===== src/rtl/core/smx_pkg.sv =====
// Shared constants, types and helpers for the strided 3-D elementwise max unit.
package smx_pkg;

  localparam int COORD_WIDTH = 20;
  localparam int INDEX_WIDTH = 32;
  localparam int CFG_W       = 60;
  localparam int NUM_REGS    = 8;
  localparam int REG_IDX_W   = $clog2(NUM_REGS);
  localparam int POS_W       = COORD_WIDTH + 1;
  localparam int OPND_W      = COORD_WIDTH + 2;
  localparam int PROD_W      = OPND_W + COORD_WIDTH;

  typedef enum logic [REG_IDX_W-1:0] {
    REG_A_STRIDES   = 3'd0,
    REG_B_STRIDES   = 3'd1,
    REG_A_OFFSETS   = 3'd2,
    REG_B_OFFSETS   = 3'd3,
    REG_OUT_EXTENT  = 3'd4,
    REG_OUT_STRIDES = 3'd5,
    REG_WALK_START  = 3'd6,
    REG_WALK_END    = 3'd7
  } reg_idx_t;

  localparam logic CMD_START = 1'b0;
  localparam logic CMD_DATA  = 1'b1;

  typedef logic [NUM_REGS-1:0][CFG_W-1:0] cfg_bank_t;
  typedef logic signed [COORD_WIDTH-1:0]  coord_t;
  typedef logic signed [POS_W-1:0]        pos_t;

  // Walk stage output, consumed by the index stages.
  typedef struct packed {
    logic        out_valid;
    logic        fetch_valid;
    logic        done;
    pos_t [2:0]  cur;
    pos_t [2:0]  nxt;
    logic [63:0] max_value;
  } walk_res_t;

  // Signed field of one packed register.
  function automatic coord_t fld(input logic [CFG_W-1:0] r, input int unsigned d);
    return r[d*COORD_WIDTH +: COORD_WIDTH];
  endfunction

  // A > B under IEEE double ordering; NaN or equal gives false.
  function automatic logic dbl_gt(input logic [63:0] a, input logic [63:0] b);
    logic a_nan, b_nan, zeros, gt;
    a_nan = (a[62:52] == 11'h7ff) && (a[51:0] != '0);
    b_nan = (b[62:52] == 11'h7ff) && (b[51:0] != '0);
    zeros = (a[62:0] == '0) && (b[62:0] == '0);
    if (a[63] != b[63]) begin
      gt = !a[63];
    end else if (!a[63]) begin
      gt = a[62:0] > b[62:0];
    end else begin
      gt = a[62:0] < b[62:0];
    end
    return gt && !a_nan && !b_nan && !zeros;
  endfunction

endpackage


===== src/rtl/core/smx_walk.sv =====
// Position walker: start/advance logic and max select, registered per request.
module smx_walk (
  input  logic                          clk,
  input  logic                          rst,
  input  logic                          en,
  input  logic                          req_valid,
  input  logic                          cmd,
  input  logic [63:0]                   a_value,
  input  logic [63:0]                   b_value,
  input  smx_pkg::cfg_bank_t            cfg,
  output smx_pkg::walk_res_t            res,
  output logic                          res_valid
);
  import smx_pkg::*;

  pos_t      pos [3];
  pos_t      pos_next [3];
  logic      walking, walking_next;
  pos_t      sd [3];
  pos_t      ed [3];
  logic      empty [3];
  logic      any_empty;
  walk_res_t res_next;
  logic signed [POS_W:0] inc [3];

  always_comb begin
    for (int d = 0; d < 3; d++) begin
      sd[d]    = POS_W'(fld(cfg[REG_WALK_START], d));
      ed[d]    = POS_W'(fld(cfg[REG_OUT_EXTENT], d)) + POS_W'(fld(cfg[REG_WALK_END], d));
      empty[d] = sd[d] >= ed[d];
      inc[d]   = (POS_W+1)'(pos[d]) + (POS_W+1)'(1);
    end
    any_empty = empty[0] || empty[1] || empty[2];

    res_next = '0;
    walking_next = walking;
    for (int d = 0; d < 3; d++) begin
      pos_next[d] = pos[d];
      res_next.cur[d] = pos[d];
    end

    if (cmd == CMD_START) begin
      for (int d = 0; d < 3; d++) pos_next[d] = sd[d];
      walking_next         = !any_empty;
      res_next.done        = any_empty;
      res_next.fetch_valid = !any_empty;
    end else if (!walking) begin
      res_next.done = 1'b1;
    end else begin
      res_next.out_valid = 1'b1;
      res_next.max_value = dbl_gt(a_value, b_value) ? a_value : b_value;
      // advance k fastest, then j, then i
      if (inc[2] < (POS_W+1)'(ed[2])) begin
        pos_next[2] = pos[2] + POS_W'(1);
        res_next.fetch_valid = 1'b1;
      end else if (inc[1] < (POS_W+1)'(ed[1]) && !empty[2]) begin
        pos_next[1] = pos[1] + POS_W'(1);
        pos_next[2] = sd[2];
        res_next.fetch_valid = 1'b1;
      end else if (inc[0] < (POS_W+1)'(ed[0]) && !empty[1] && !empty[2]) begin
        pos_next[0] = pos[0] + POS_W'(1);
        pos_next[1] = sd[1];
        pos_next[2] = sd[2];
        res_next.fetch_valid = 1'b1;
      end else begin
        walking_next  = 1'b0;
        res_next.done = 1'b1;
      end
    end
    for (int d = 0; d < 3; d++) res_next.nxt[d] = pos_next[d];
  end

  always_ff @(posedge clk) begin
    if (rst) begin
      walking   <= 1'b0;
      res_valid <= 1'b0;
      for (int d = 0; d < 3; d++) pos[d] <= '0;
    end else if (en) begin
      res_valid <= req_valid;
      if (req_valid) begin
        walking <= walking_next;
        for (int d = 0; d < 3; d++) pos[d] <= pos_next[d];
      end
    end
  end

  always_ff @(posedge clk) begin
    if (en) res <= res_next;
  end

endmodule


===== config.mk =====
export PLATFORM = sky130hd
export DESIGN_NAME = smx_walk
export DESIGN_NICKNAME = d
export VERILOG_FILES = /design/src/rtl/core/smx_pkg.sv /design/src/rtl/core/smx_walk.sv
export SDC_FILE = /design/constraint.sdc
export NUM_CORES = 1
export LEC_CHECK = 0
export BUFFER_PORTS_ARGS = -buffer_cell sky130_fd_sc_hd__buf_2
export CAP_MARGIN = 20
export CORE_AREA = 2 2 310 312
export CTS_BUF_LIST = sky130_fd_sc_hd__clkbuf_4 sky130_fd_sc_hd__clkbuf_8
export DETAILED_ROUTE_END_ITERATION = 7
export DIE_AREA = 0 0 312 314
export PLACE_DENSITY = 0.51
export SYNTH_ARGS = -nofsm -noshare
export SYNTH_HDL_FRONTEND = slang
export SYNTH_SLANG_ARGS = --single-unit
export TNS_END_PERCENT = 100

===== constraint.sdc =====
create_clock -name clk -period 6.3 [get_ports clk]
set_input_delay 0.315 -clock clk [delete_from_list [all_inputs] [get_ports clk]]
set_output_delay 0.315 -clock clk [all_outputs]
set_load 0.01 [all_outputs]

==> summary.txt, run 1 <==
Route
  • Drt first pass iters: 5
  • Post-Route WL: 80900 um
  • 1st-iter DRT viols: 1192
  • Vias: 18600
  • DRC Markers: 0
  • Routed WL per cell: 20.1 um
  • Vias per cell: 4.62
  • Final ANT Viol Nets: 0

Setup path
  • Worst Setup Start Kind: input port
  • Slowest stage delay, CP: 0.41 ns
  • Crit-path max FO: 5
  • Worst R2R Start: pos[0][2]$_SDFFCE_PN0P_
  • R2R Path End: res[122]$_DFFE_PP_
  • Crit path launch: cfg[261]
  • R2R setup slack: 0.57 ns
  • Worst path slowest cell: a2111oi_2
  • Crit path DAT: 6.25 ns
  • Cell count of the worst reg-to-reg path: 23
  • Worst path required time: 6.74 ns
  • Kind of critical path: input port to flop
  • CP Capture Type: flop

STA
  • Fin crit share: 92.2%
  • Relative slew slack: 29.6%
  • Tightest Pin Transition: 1.05 ns
  • Setup violators final: 0
  • Worst clock skew: 0.0405 ns
  • Post-layout min period: 5.81 ns
  • Peak Freq: 172 MHz
  • Final max-slew violation count: 0
  • Hold Violations, Final: 0
  • RSZ-0062 raised after global routing: no

Synth
  • Post-synth ARST share: 0%
  • Syn. warnings: 0
  • Synthesized flop and latch total: 258
  • Synth cell types: 83
  • Seq/Total Area, Yosys: 39.3%
  • Synth Flop Type: edfxtp_1
  • EDFF count, synth: 256
  • Post-Syn Area: 19700 um^2
  • Syn_nets: 2905
  • Cells after synthesis: 2041
  • Syn_area_per_cell: 9.64 um^2

Clocking
  • TritonCTS clock tree: yes
  • Clock-pin slew on the worst setup and hold paths: 0.06 ns
  • CTS buffer count: 53
  • Clk_lat worst skew: 0.67 ns
  • Clk sinks: 258
  • Clock Tree Buf Depth: 3
  • H-tree levels: 2
  • CTS root buffer: clkbuf_8
  • Number of post-CTS setup repair buffers: 0

Global route
  • Vias in the first global route: 18500
  • Pin count of the biggest net entering global routing: 127
  • Initial antenna violation count: 33
  • GR Overflow Total: 0
  • Total global-route track usage: 16.1%
  • First-pass GRT wire length: 118000 um

Placement
  • GP Congestion: 0.901
  • PortBufs: 506
  • Detailed Place HPWL: 65700 um
  • Dpl cell area: 24300 um^2

Worst hold path
  • Worst Hold Launch: cfg[410]
  • Worst Hold Depth: 3
  • Hold WC Path Type: input port to flop
  • Hold Crit Endpoint: pos[0][52]$_SDFFCE_PN0P_

Die
  • Initial Util: 20.8%
  • Die W: 312 um
  • Die height: 314 um
  • Num rows: 113
  • Io pins: 807
  • Die area: 98000 um^2
  • Core Box Area: 94400 um^2

Finish
  • Post-route cell area: 26500 um^2
  • Area growth, synth to finish: 34.5%
  • Final Util: 28.0%
  • Nets@finish: 3584
  • Share of cells above drive strength 1: 26.5%

Power and ir drop
  • Pwr/cell area: 222 nW/um^2
  • Peak VDD IR: 140 uV
  • Leakage: 11.7 nW

Job
  • Max-Cap Viols: 0

Outcome
  • Run status: completed
cells by family (layout without fill, tap and decap cells):
family          after synthesis  after routing  synth area share [%]
other cells                   0              7                     0
fa+ha+maj                   251            251                  16.1
compound gates              569            569                  18.7
buf+inv                     204            923                  4.02
flops                       258            258                  39.3
xor+xnor                    128            128                  5.84
simple gates                624            624                  15.7
mux                           7              7                 0.375
layout by cell type, fill, tap and decap left out, drive strengths merged, types with 27 or more instances in the layout:
cell type	instances
clkbuf	62
a211oi	53
a21o	60
xor2	68
nor4	44
nor3	27
ha	248
nand2	166
nand3	143
o21ai	150
xnor2	58
nor2	89
edfxtp	256
inv	128
dlygate4sd3	91
a21oi	162
buf	610
nand4	45
and3	35
layout make-up:
| class | instances | area (um^2) |
|---|---|---|
| fillers | 10200 | 68000 |
| multi-input cells | 1579 | 11200 |
| flip-flops and latches | 258 | 7730 |
| repair buffers | 702 | 4310 |
| well taps | 1265 | 1580 |
| clock buffers | 61 | 790 |
| inverters | 126 | 475 |
| clock inverters | 34 | 352 |
| diodes | 7 | 17.5 |
how the worst max path moves through the flow:
| stage | depth (start not counted) | endpoint | slack, ns |
|---|---|---|---|
| 3_3_place_gp | 27 | res[113]$_DFFE_PP_ | -0.24 |
| 5_1_grt | 28 | pos[0][34]$_SDFFCE_PN0P_ | 0.04 |
| 4_1_cts | 27 | res[113]$_DFFE_PP_ | 0.43 |
| 3_5_place_dp | 27 | res[113]$_DFFE_PP_ | -0.30 |
| 2_1_floorplan | 25 | pos[0][38]$_SDFFCE_PN0P_ | 0.68 |
| 6_report | 27 | res[113]$_DFFE_PP_ | 0.49 |
repair_timing:
action,4_1_cts,5_1_grt
hold endpoints to repair,98,0
hold buffers,91,0
gates resized for setup,0,3
setup endpoints to repair,0,33
metal layers:
| metal | vias to the layer above | track usage, % | wire length [um] |
|---|---|---|---|
| li1 | 9094 | - | - |
| met1 | 8551 | 19.6 | 33800 |
| met2 | 768 | 26.4 | 36700 |
| met3 | 165 | 5.61 | 7630 |
| met4 | 42 | 5.31 | 2490 |
| met5 | - | 0 | 282 |
worst max-delay path, delay by kind of cell:
kind	cells	cell delay (ns)
fa+ha+maj	2	0.53
buf+inv	4	0.62
compound gates	15	3.26
simple gates	5	1.30
xor+xnor	1	0.22
registers in the layout (all words and copies together) (netlist names):
register	count
pos	63
res	193
walking	1
res_valid	1
cell usage after synthesis, drive strengths merged (53+ instances only):
| cell type | count | area [um^2] |
|---|---|---|
| a211oi | 53 | 433 |
| nand3 | 143 | 716 |
| xor2 | 68 | 596 |
| a21oi | 162 | 826 |
| xnor2 | 58 | 508 |
| inv | 126 | 473 |
| a21o | 60 | 450 |
| edfxtp | 256 | 7690 |
| clkbuf | 63 | 236 |
| o21ai | 150 | 751 |
| nand2 | 166 | 626 |
| ha | 248 | 3100 |
| nor2 | 89 | 342 |
stage by stage:
| step | total power [mW] | cells | setup TNS (ns) | hold slack (ns) | worst slack (ns) |
|---|---|---|---|---|---|
| 2_1_floorplan | 3.10 | 2041 | 0 | 0.384 | 0.684 |
| 3_3_place_gp | 3.88 | 3837 | -9.39 | 0.443 | -0.244 |
| 3_5_place_dp | 3.89 | 3837 | -16.66 | 0.457 | -0.300 |
| 4_1_cts | 5.96 | 4023 | 0 | 0.000439 | 0.426 |
| 5_1_grt | 6.25 | 4028 | 0 | 0.0227 | 0.0367 |
| 6_report | 5.88 | 4032 | 0 | 0.0682 | 0.490 |
where the power goes:
group | switching (mW) | leakage [nW] | internal (mW)
Sequential | 0.0772 | 2.64 | 2.03
Combinational | 1.04 | 8.44 | 0.751
Clock | 0.856 | 0.590 | 1.13
No activity file was read; power rests on OpenSTA's default activity.
==> run 2: changes to the inputs <==
CORE_AREA = 2 2 313 315   (was 2 2 310 312)
DIE_AREA = 0 0 315 317   (was 0 0 312 314)
==> run 2 against run 1 <==
Compared with the run above:
- wire length up 2.1%
- via count up 0.72%
- combinational power about the same
- final cell count up 0.94%
- flip-flop and latch count unchanged
- total power rose by 2.0%
- critical path depth unchanged
- die area up 1.9%
- critical endpoint is now walking$_SDFFE_PP0P_
- largest cell class unchanged
==> summary.txt, run 2 (same netlist as run 1, synthesis figures left out) <==
Finish
  • FILL cells: 10300
  • Nets@finish: 3608
  • Final Util: 27.9%
  • Most frequent cells in the layout: 504 x buf_2, 256 x edfxtp_1, 248 x ha_1, 165 x nand2_1, 160 x a21oi_1
  • Area growth, synth to finish: 36.5%
  • Commonest non-fill, non-tap cell in the layout: buf_2
  • Max reg flops: 193
  • Largest register by flop count: res
  • Share of cells above drive strength 1: 25.7%
  • Leading registers by flop count: res (193), pos (63)

Route
  • 1st-iter DRT viols: 1116
  • Vias per cell: 4.61
  • Drt first pass iters: 5
  • Vias: 18800
  • Final ANT Viol Nets: 0
  • DRC Markers: 0
  • Routed WL per cell: 20.3 um
  • Post-Route WL: 82600 um

Setup path
  • Kind of critical path: input port to flop
  • WP buf/inv: 5
  • Crit-path max FO: 4
  • Crit path DAT: 6.69 ns
  • Worst path required time: 6.92 ns
  • CP Capture Type: flop
  • Slowest stage delay, CP: 0.57 ns
  • Most used cell along the critical path: buf_4
  • Worst Setup Start Kind: input port
  • Family with the most delay on the worst path: compound AO/OA/AOI/OAI gates
  • Worst path slowest cell: dlygate4sd3_1

Clocking
  • Clock-pin slew on the worst setup and hold paths: 0.06 ns
  • H-tree levels: 2
  • Clk sinks: 258
  • Number of post-CTS setup repair buffers: 0
  • Clk_lat worst skew: 0.70 ns
  • Clock Tree Buf Depth: 3
  • CTS buffer count: 53
  • TritonCTS clock tree: yes
  • CTS root buffer: clkbuf_8

STA
  • Peak Freq: 165 MHz
  • Worst clock skew: 0.0384 ns
  • Worst hold margin: 0.0666 ns
  • Final max-slew violation count: 0
  • Hold Violations, Final: 0
  • Post-layout min period: 6.07 ns
  • RSZ-0062 raised after global routing: no
  • Tightest Pin Transition: 1.05 ns
  • Fin crit share: 96.4%
  • Setup violators final: 0
  • Relative slew slack: 30.2%
  • Min setup slack post-route: 0.229 ns
  • Setup tns final: 0 ns

Power and ir drop
  • Pwr/cell area: 223 nW/um^2
  • Leakage: 11.9 nW
  • Peak VDD IR: 144 uV
  • Tot Pwr: 6.00 mW

Placement
  • Post-Place Setup Slack: -0.195 ns
  • Detailed Place HPWL: 66700 um
  • GP Congestion: 0.892
  • PortBufs: 506

Worst hold path
  • Hold WC Path Type: input port to flop

Global route
  • Met1 usage: 19.7%
  • Met2 Track Usage GR: 26.5%
  • Pin count of the biggest net entering global routing: 89
  • Grt peak-use layer: met2
  • Met3 GRT Util: 5.81%
  • Total global-route track usage: 16.1%
  • Initial antenna violation count: 26
  • GR Overflow Total: 0
  • Vias in the first global route: 18500
  • First-pass GRT wire length: 120000 um

Die
  • Num rows: 114
  • Initial Util: 20.4%
  • Die area: 99900 um^2
  • Io pins: 807
  • Core Box Area: 96300 um^2
  • Die W: 315 um
  • Die height: 317 um

Outcome
  • Run status: completed

Job
  • Max-Cap Viols: 0
[run 2: changes by cell type in the layout (fill, tap and decap cells not counted), sizes merged]
| cell | previous run | this run |
|---|---|---|
| buf | 610 | 584 |
| dlygate4sd3 | 91 | 141 |
| clkbuf | 62 | 67 |
| clkinv | 22 | 21 |
| diode | 7 | 6 |
[run 2: final cells by class]
class / count / area, um^2 / share of cell area [%]
multi-input cells: 1579 / 11200 / 41.7
flip-flops and latches: 258 / 7730 / 28.8
repair buffers: 726 / 4640 / 17.3
well taps: 1276 / 1600 / 5.94
clock buffers: 66 / 846 / 3.15
inverters: 126 / 475 / 1.77
clock inverters: 33 / 369 / 1.37
diodes: 6 / 15.0 / 0.0559
[run 2: per-stage QoR]
step / instances / area (um^2)
floorplan: 2041 / 19700
global placement: 3823 / 24200
detailed placement: 3823 / 24200
CTS: 4063 / 26800
global route: 4066 / 26900
finish: 4070 / 26900
[run 2: power breakdown]
part | total (mW) | internal, mW | switching [mW]
logic | 1.81 | 0.754 | 1.06
registers | 2.10 | 2.03 | 0.0775
clock network | 2.08 | 1.19 | 0.894
[run 2: layer usage]
metal / wire [um] / up-vias / share of wire (%)
met4: 1810 / 36 / 2.2
li1: - / 9142 / -
met1: 34500 / 8758 / 42
met5: 234 / - / 0.28
met2: 37900 / 697 / 46
met3: 8130 / 121 / 9.8
[run 2: repair_timing]
| item | 4_1_cts | 5_1_grt |
|---|---|---|
| setup endpoints to repair | 0 | 1 |
| gates resized for setup | 0 | 2 |
| endpoints found under the hold margin | 105 | 0 |
| hold buffers | 141 | 0 |
[run 2: final timing paths]
kind                                  from               endpoint  slack (ns)  cells past startpoint
setup / recovery                  cfg[261]   walking$_SDFFE_PP0P_        0.23                     27
hold / removal                          en  res[44]$_SDFFCE_PN0P_        0.07                      1
setup reg to reg  pos[0][24]$_SDFFCE_PN0P_   walking$_SDFFE_PP0P_        0.34                     20
hold reg to reg   pos[0][54]$_SDFFCE_PN0P_     res[181]$_DFFE_PP_        0.46                      0
[run 2: worst reg2reg max path: stages (launching register included)]
cell and delay (ns):
edfxtp_1 0.47, and3_1 0.26, and4_2 0.35, and3_1 0.25
nand3_1 0.12, xnor2_1 0.36, ha_1 0.32, a2111oi_0 0.44
o21ai_0 0.19, or3_1 0.39, a221oi_2 0.23, o22ai_1 0.13
a2111oi_2 0.42, a211oi_2 0.12, or2_1 0.33, o311ai_2 0.12
buf_4 0.21, buf_4 0.16, a32oi_1 0.12, a311oi_1 0.31
dlygate4sd3_1 0.57
==> run 3: changes to the inputs <==
CORE_AREA = 2 2 311 313   (was 2 2 313 315)
DIE_AREA = 0 0 313 315   (was 0 0 315 317)
HOLD_SLACK_MARGIN = 0.06   (was not set)
==> run 3 against run 2 <==
Compared with the run above:
- sequential share of layout area down 0.051 points
- hold slack better by 0.052 ns
- critical path type unchanged
- count of clock-buffer cells in the layout up 2
- sequential power about the same
- setup slack better by 0.087 ns
- critical endpoint is now pos[0][61]$_SDFFCE_PN0P_
- die area down 1.3%
- design area up 0.18%
- non-clock buffer count up 22
- first-iteration DRC count up 9.2%
- highest routed layer unchanged
==> summary.txt, run 3 (same netlist as run 1, synthesis figures left out) <==
Outcome
  • Run status: completed

Finish
  • Nets@finish: 3630
  • Non-filler cells in the finished layout: 4092
  • Post-route cell area: 26900 um^2
  • Most frequent cells in the layout: 504 x buf_2, 256 x edfxtp_1, 248 x ha_1, 164 x nand2_1
  • Commonest non-fill, non-tap cell in the layout: buf_2
  • Area growth, synth to finish: 36.8%
  • Final Util: 28.1%
  • Leading registers by flop count: res (193), pos (63)
  • Share of cells above drive strength 1: 25.3%
  • Max reg flops: 193
  • Largest register by flop count: res

Die
  • Num rows: 114
  • Io pins: 807
  • Die height: 315 um
  • Core Box Area: 95700 um^2
  • Die area: 98600 um^2
  • Initial Util: 20.6%
  • Die W: 313 um

Setup path
  • Crit-path max FO: 9
  • Worst path required time: 6.69 ns
  • Crit path DAT: 6.37 ns
  • Kind of critical path: input port to flop
  • Worst Setup Start Kind: input port
  • CP Capture Type: flop

Route
  • Drt first pass iters: 5
  • WL met2: 37600 um
  • DRT met1 WL: 34600 um
  • Vias per cell: 4.65
  • Met3 wire len: 7830 um
  • Vias: 19000
  • Post-Route WL: 82900 um
  • 1st-iter DRT viols: 1219
  • Final ANT Viol Nets: 0
  • Routed WL per cell: 20.3 um
  • Top Layer Used: met5
  • DRC Markers: 0

Clocking
  • TritonCTS clock tree: yes
  • Clk_lat worst skew: 0.69 ns
  • Clk sinks: 258
  • CTS buffer count: 53
  • CTS root buffer: clkbuf_8
  • Clock-pin slew on the worst setup and hold paths: 0.06 ns
  • Number of post-CTS setup repair buffers: 0
  • H-tree levels: 2
  • Clock Tree Buf Depth: 3

STA
  • Min setup slack post-route: 0.316 ns
  • Setup tns final: 0 ns
  • Worst clock skew: 0.0559 ns
  • Worst hold margin: 0.119 ns
  • Tightest Pin Transition: 1.10 ns
  • Post-layout min period: 5.98 ns
  • RSZ-0062 raised after global routing: no
  • Hold Violations, Final: 0
  • Setup violators final: 0
  • Peak Freq: 167 MHz
  • Fin crit share: 95.0%
  • Final max-slew violation count: 0
  • Relative slew slack: 26.4%

Placement
  • GP Congestion: 0.887
  • Dpl cell area: 24200 um^2
  • Detailed Place HPWL: 66100 um
  • Dpl cells: 3827
  • PortBufs: 506
  • Post-Place Setup Slack: -0.434 ns

Global route
  • Vias in the first global route: 19000
  • GR Overflow Total: 0
  • Pin count of the biggest net entering global routing: 127
  • Initial antenna violation count: 31
  • First-pass GRT wire length: 120000 um
  • Total global-route track usage: 16.3%

Power and ir drop
  • Peak VDD IR: 146 uV
  • Pwr/cell area: 213 nW/um^2
  • Tot Pwr: 5.74 mW
  • Leakage: 11.9 nW

Job
  • Max-Cap Viols: 0

Worst hold path
  • Hold WC Path Type: input port to flop
## run 3: changes by cell type in the layout (fill, tap and decap cells not counted), moves of 3 or more
| cell | change |
|---|---|
| bufinv_16 | -5 |
| dlygate4sd3_1 | +19 |
| diode_2 | +6 |
| clkbuf_4 | +4 |
| buf_4 | +4 |
| clkbuf_8 | -3 |
| clkinv_1 | +5 |
| clkinv_2 | -6 |
## run 3: worst paths after layout
| path | start | endpoint | slack [ns] | cells after the start |
|---|---|---|---|---|
| max reg2reg | pos[0][0]$_SDFFCE_PN0P_ | pos[0][61]$_SDFFCE_PN0P_ | 0.41 | 23 |
| min | b_value[7] | res[7]$_SDFFCE_PN0P_ | 0.12 | 3 |
| max | cfg[240] | pos[0][61]$_SDFFCE_PN0P_ | 0.32 | 28 |
| min reg2reg | pos[0][1]$_SDFFCE_PN0P_ | res[128]$_DFFE_PP_ | 0.53 | 0 |
## run 3: worst max-delay path: stages
cell and delay (ns):
buf_2 0.11, ha_1 0.22, fa_1 0.39, a21o_1 0.17, a21oi_1 0.19, o21bai_1 0.15
a21oi_1 0.23, o21ai_0 0.18, a211oi_1 0.28, nor2_1 0.10, or4_1 0.46, nand3_1 0.12
nand3b_1 0.10, xnor2_1 0.27, ha_1 0.30, a21o_1 0.15, a21o_1 0.17, a21o_1 0.18
a21o_1 0.18, a211oi_1 0.23, mux2_2 0.18, o31ai_1 0.06, buf_4 0.18, o31ai_2 0.62
a21oi_4 0.25, buf_12 0.20, a2bb2oi_1 0.15, and2_1 0.19
## run 3: power by group
part	total, mW	internal (mW)	leakage [nW]	switching [mW]
Combinational	1.82	0.758	8.73	1.06
Sequential	2.10	2.03	2.64	0.0740
Clock	1.82	0.961	0.548	0.861
## run 3: repair_timing
| action | CTS | global route |
|---|---|---|
| endpoints found under the setup margin | 0 | 12 |
| gates resized for setup | 0 | 2 |
| hold endpoints to repair | 143 | 0 |
| hold buffers | 160 | 0 |
## run 3: area by class of cell
cell class / instances / area (um^2)
Antenna cell: 12 / 30.0
Clock inverter: 25 / 191
Clock buffer: 68 / 842
Multi-Input combinational cell: 1579 / 11200
Inverter: 126 / 475
Sequential cell: 258 / 7730
Fill cell: 10100 / 68800
Tap cell: 1276 / 1600
Timing Repair Buffer: 748 / 4850
## run 3: routing by layer
| layer | global-route usage (%) | vias up |
|---|---|---|
| met2 | 26.4 | 730 |
| met5 | 0 | - |
| met1 | 19.7 | 8919 |
| li1 | - | 9178 |
| met4 | 5.97 | 34 |
| met3 | 5.93 | 159 |
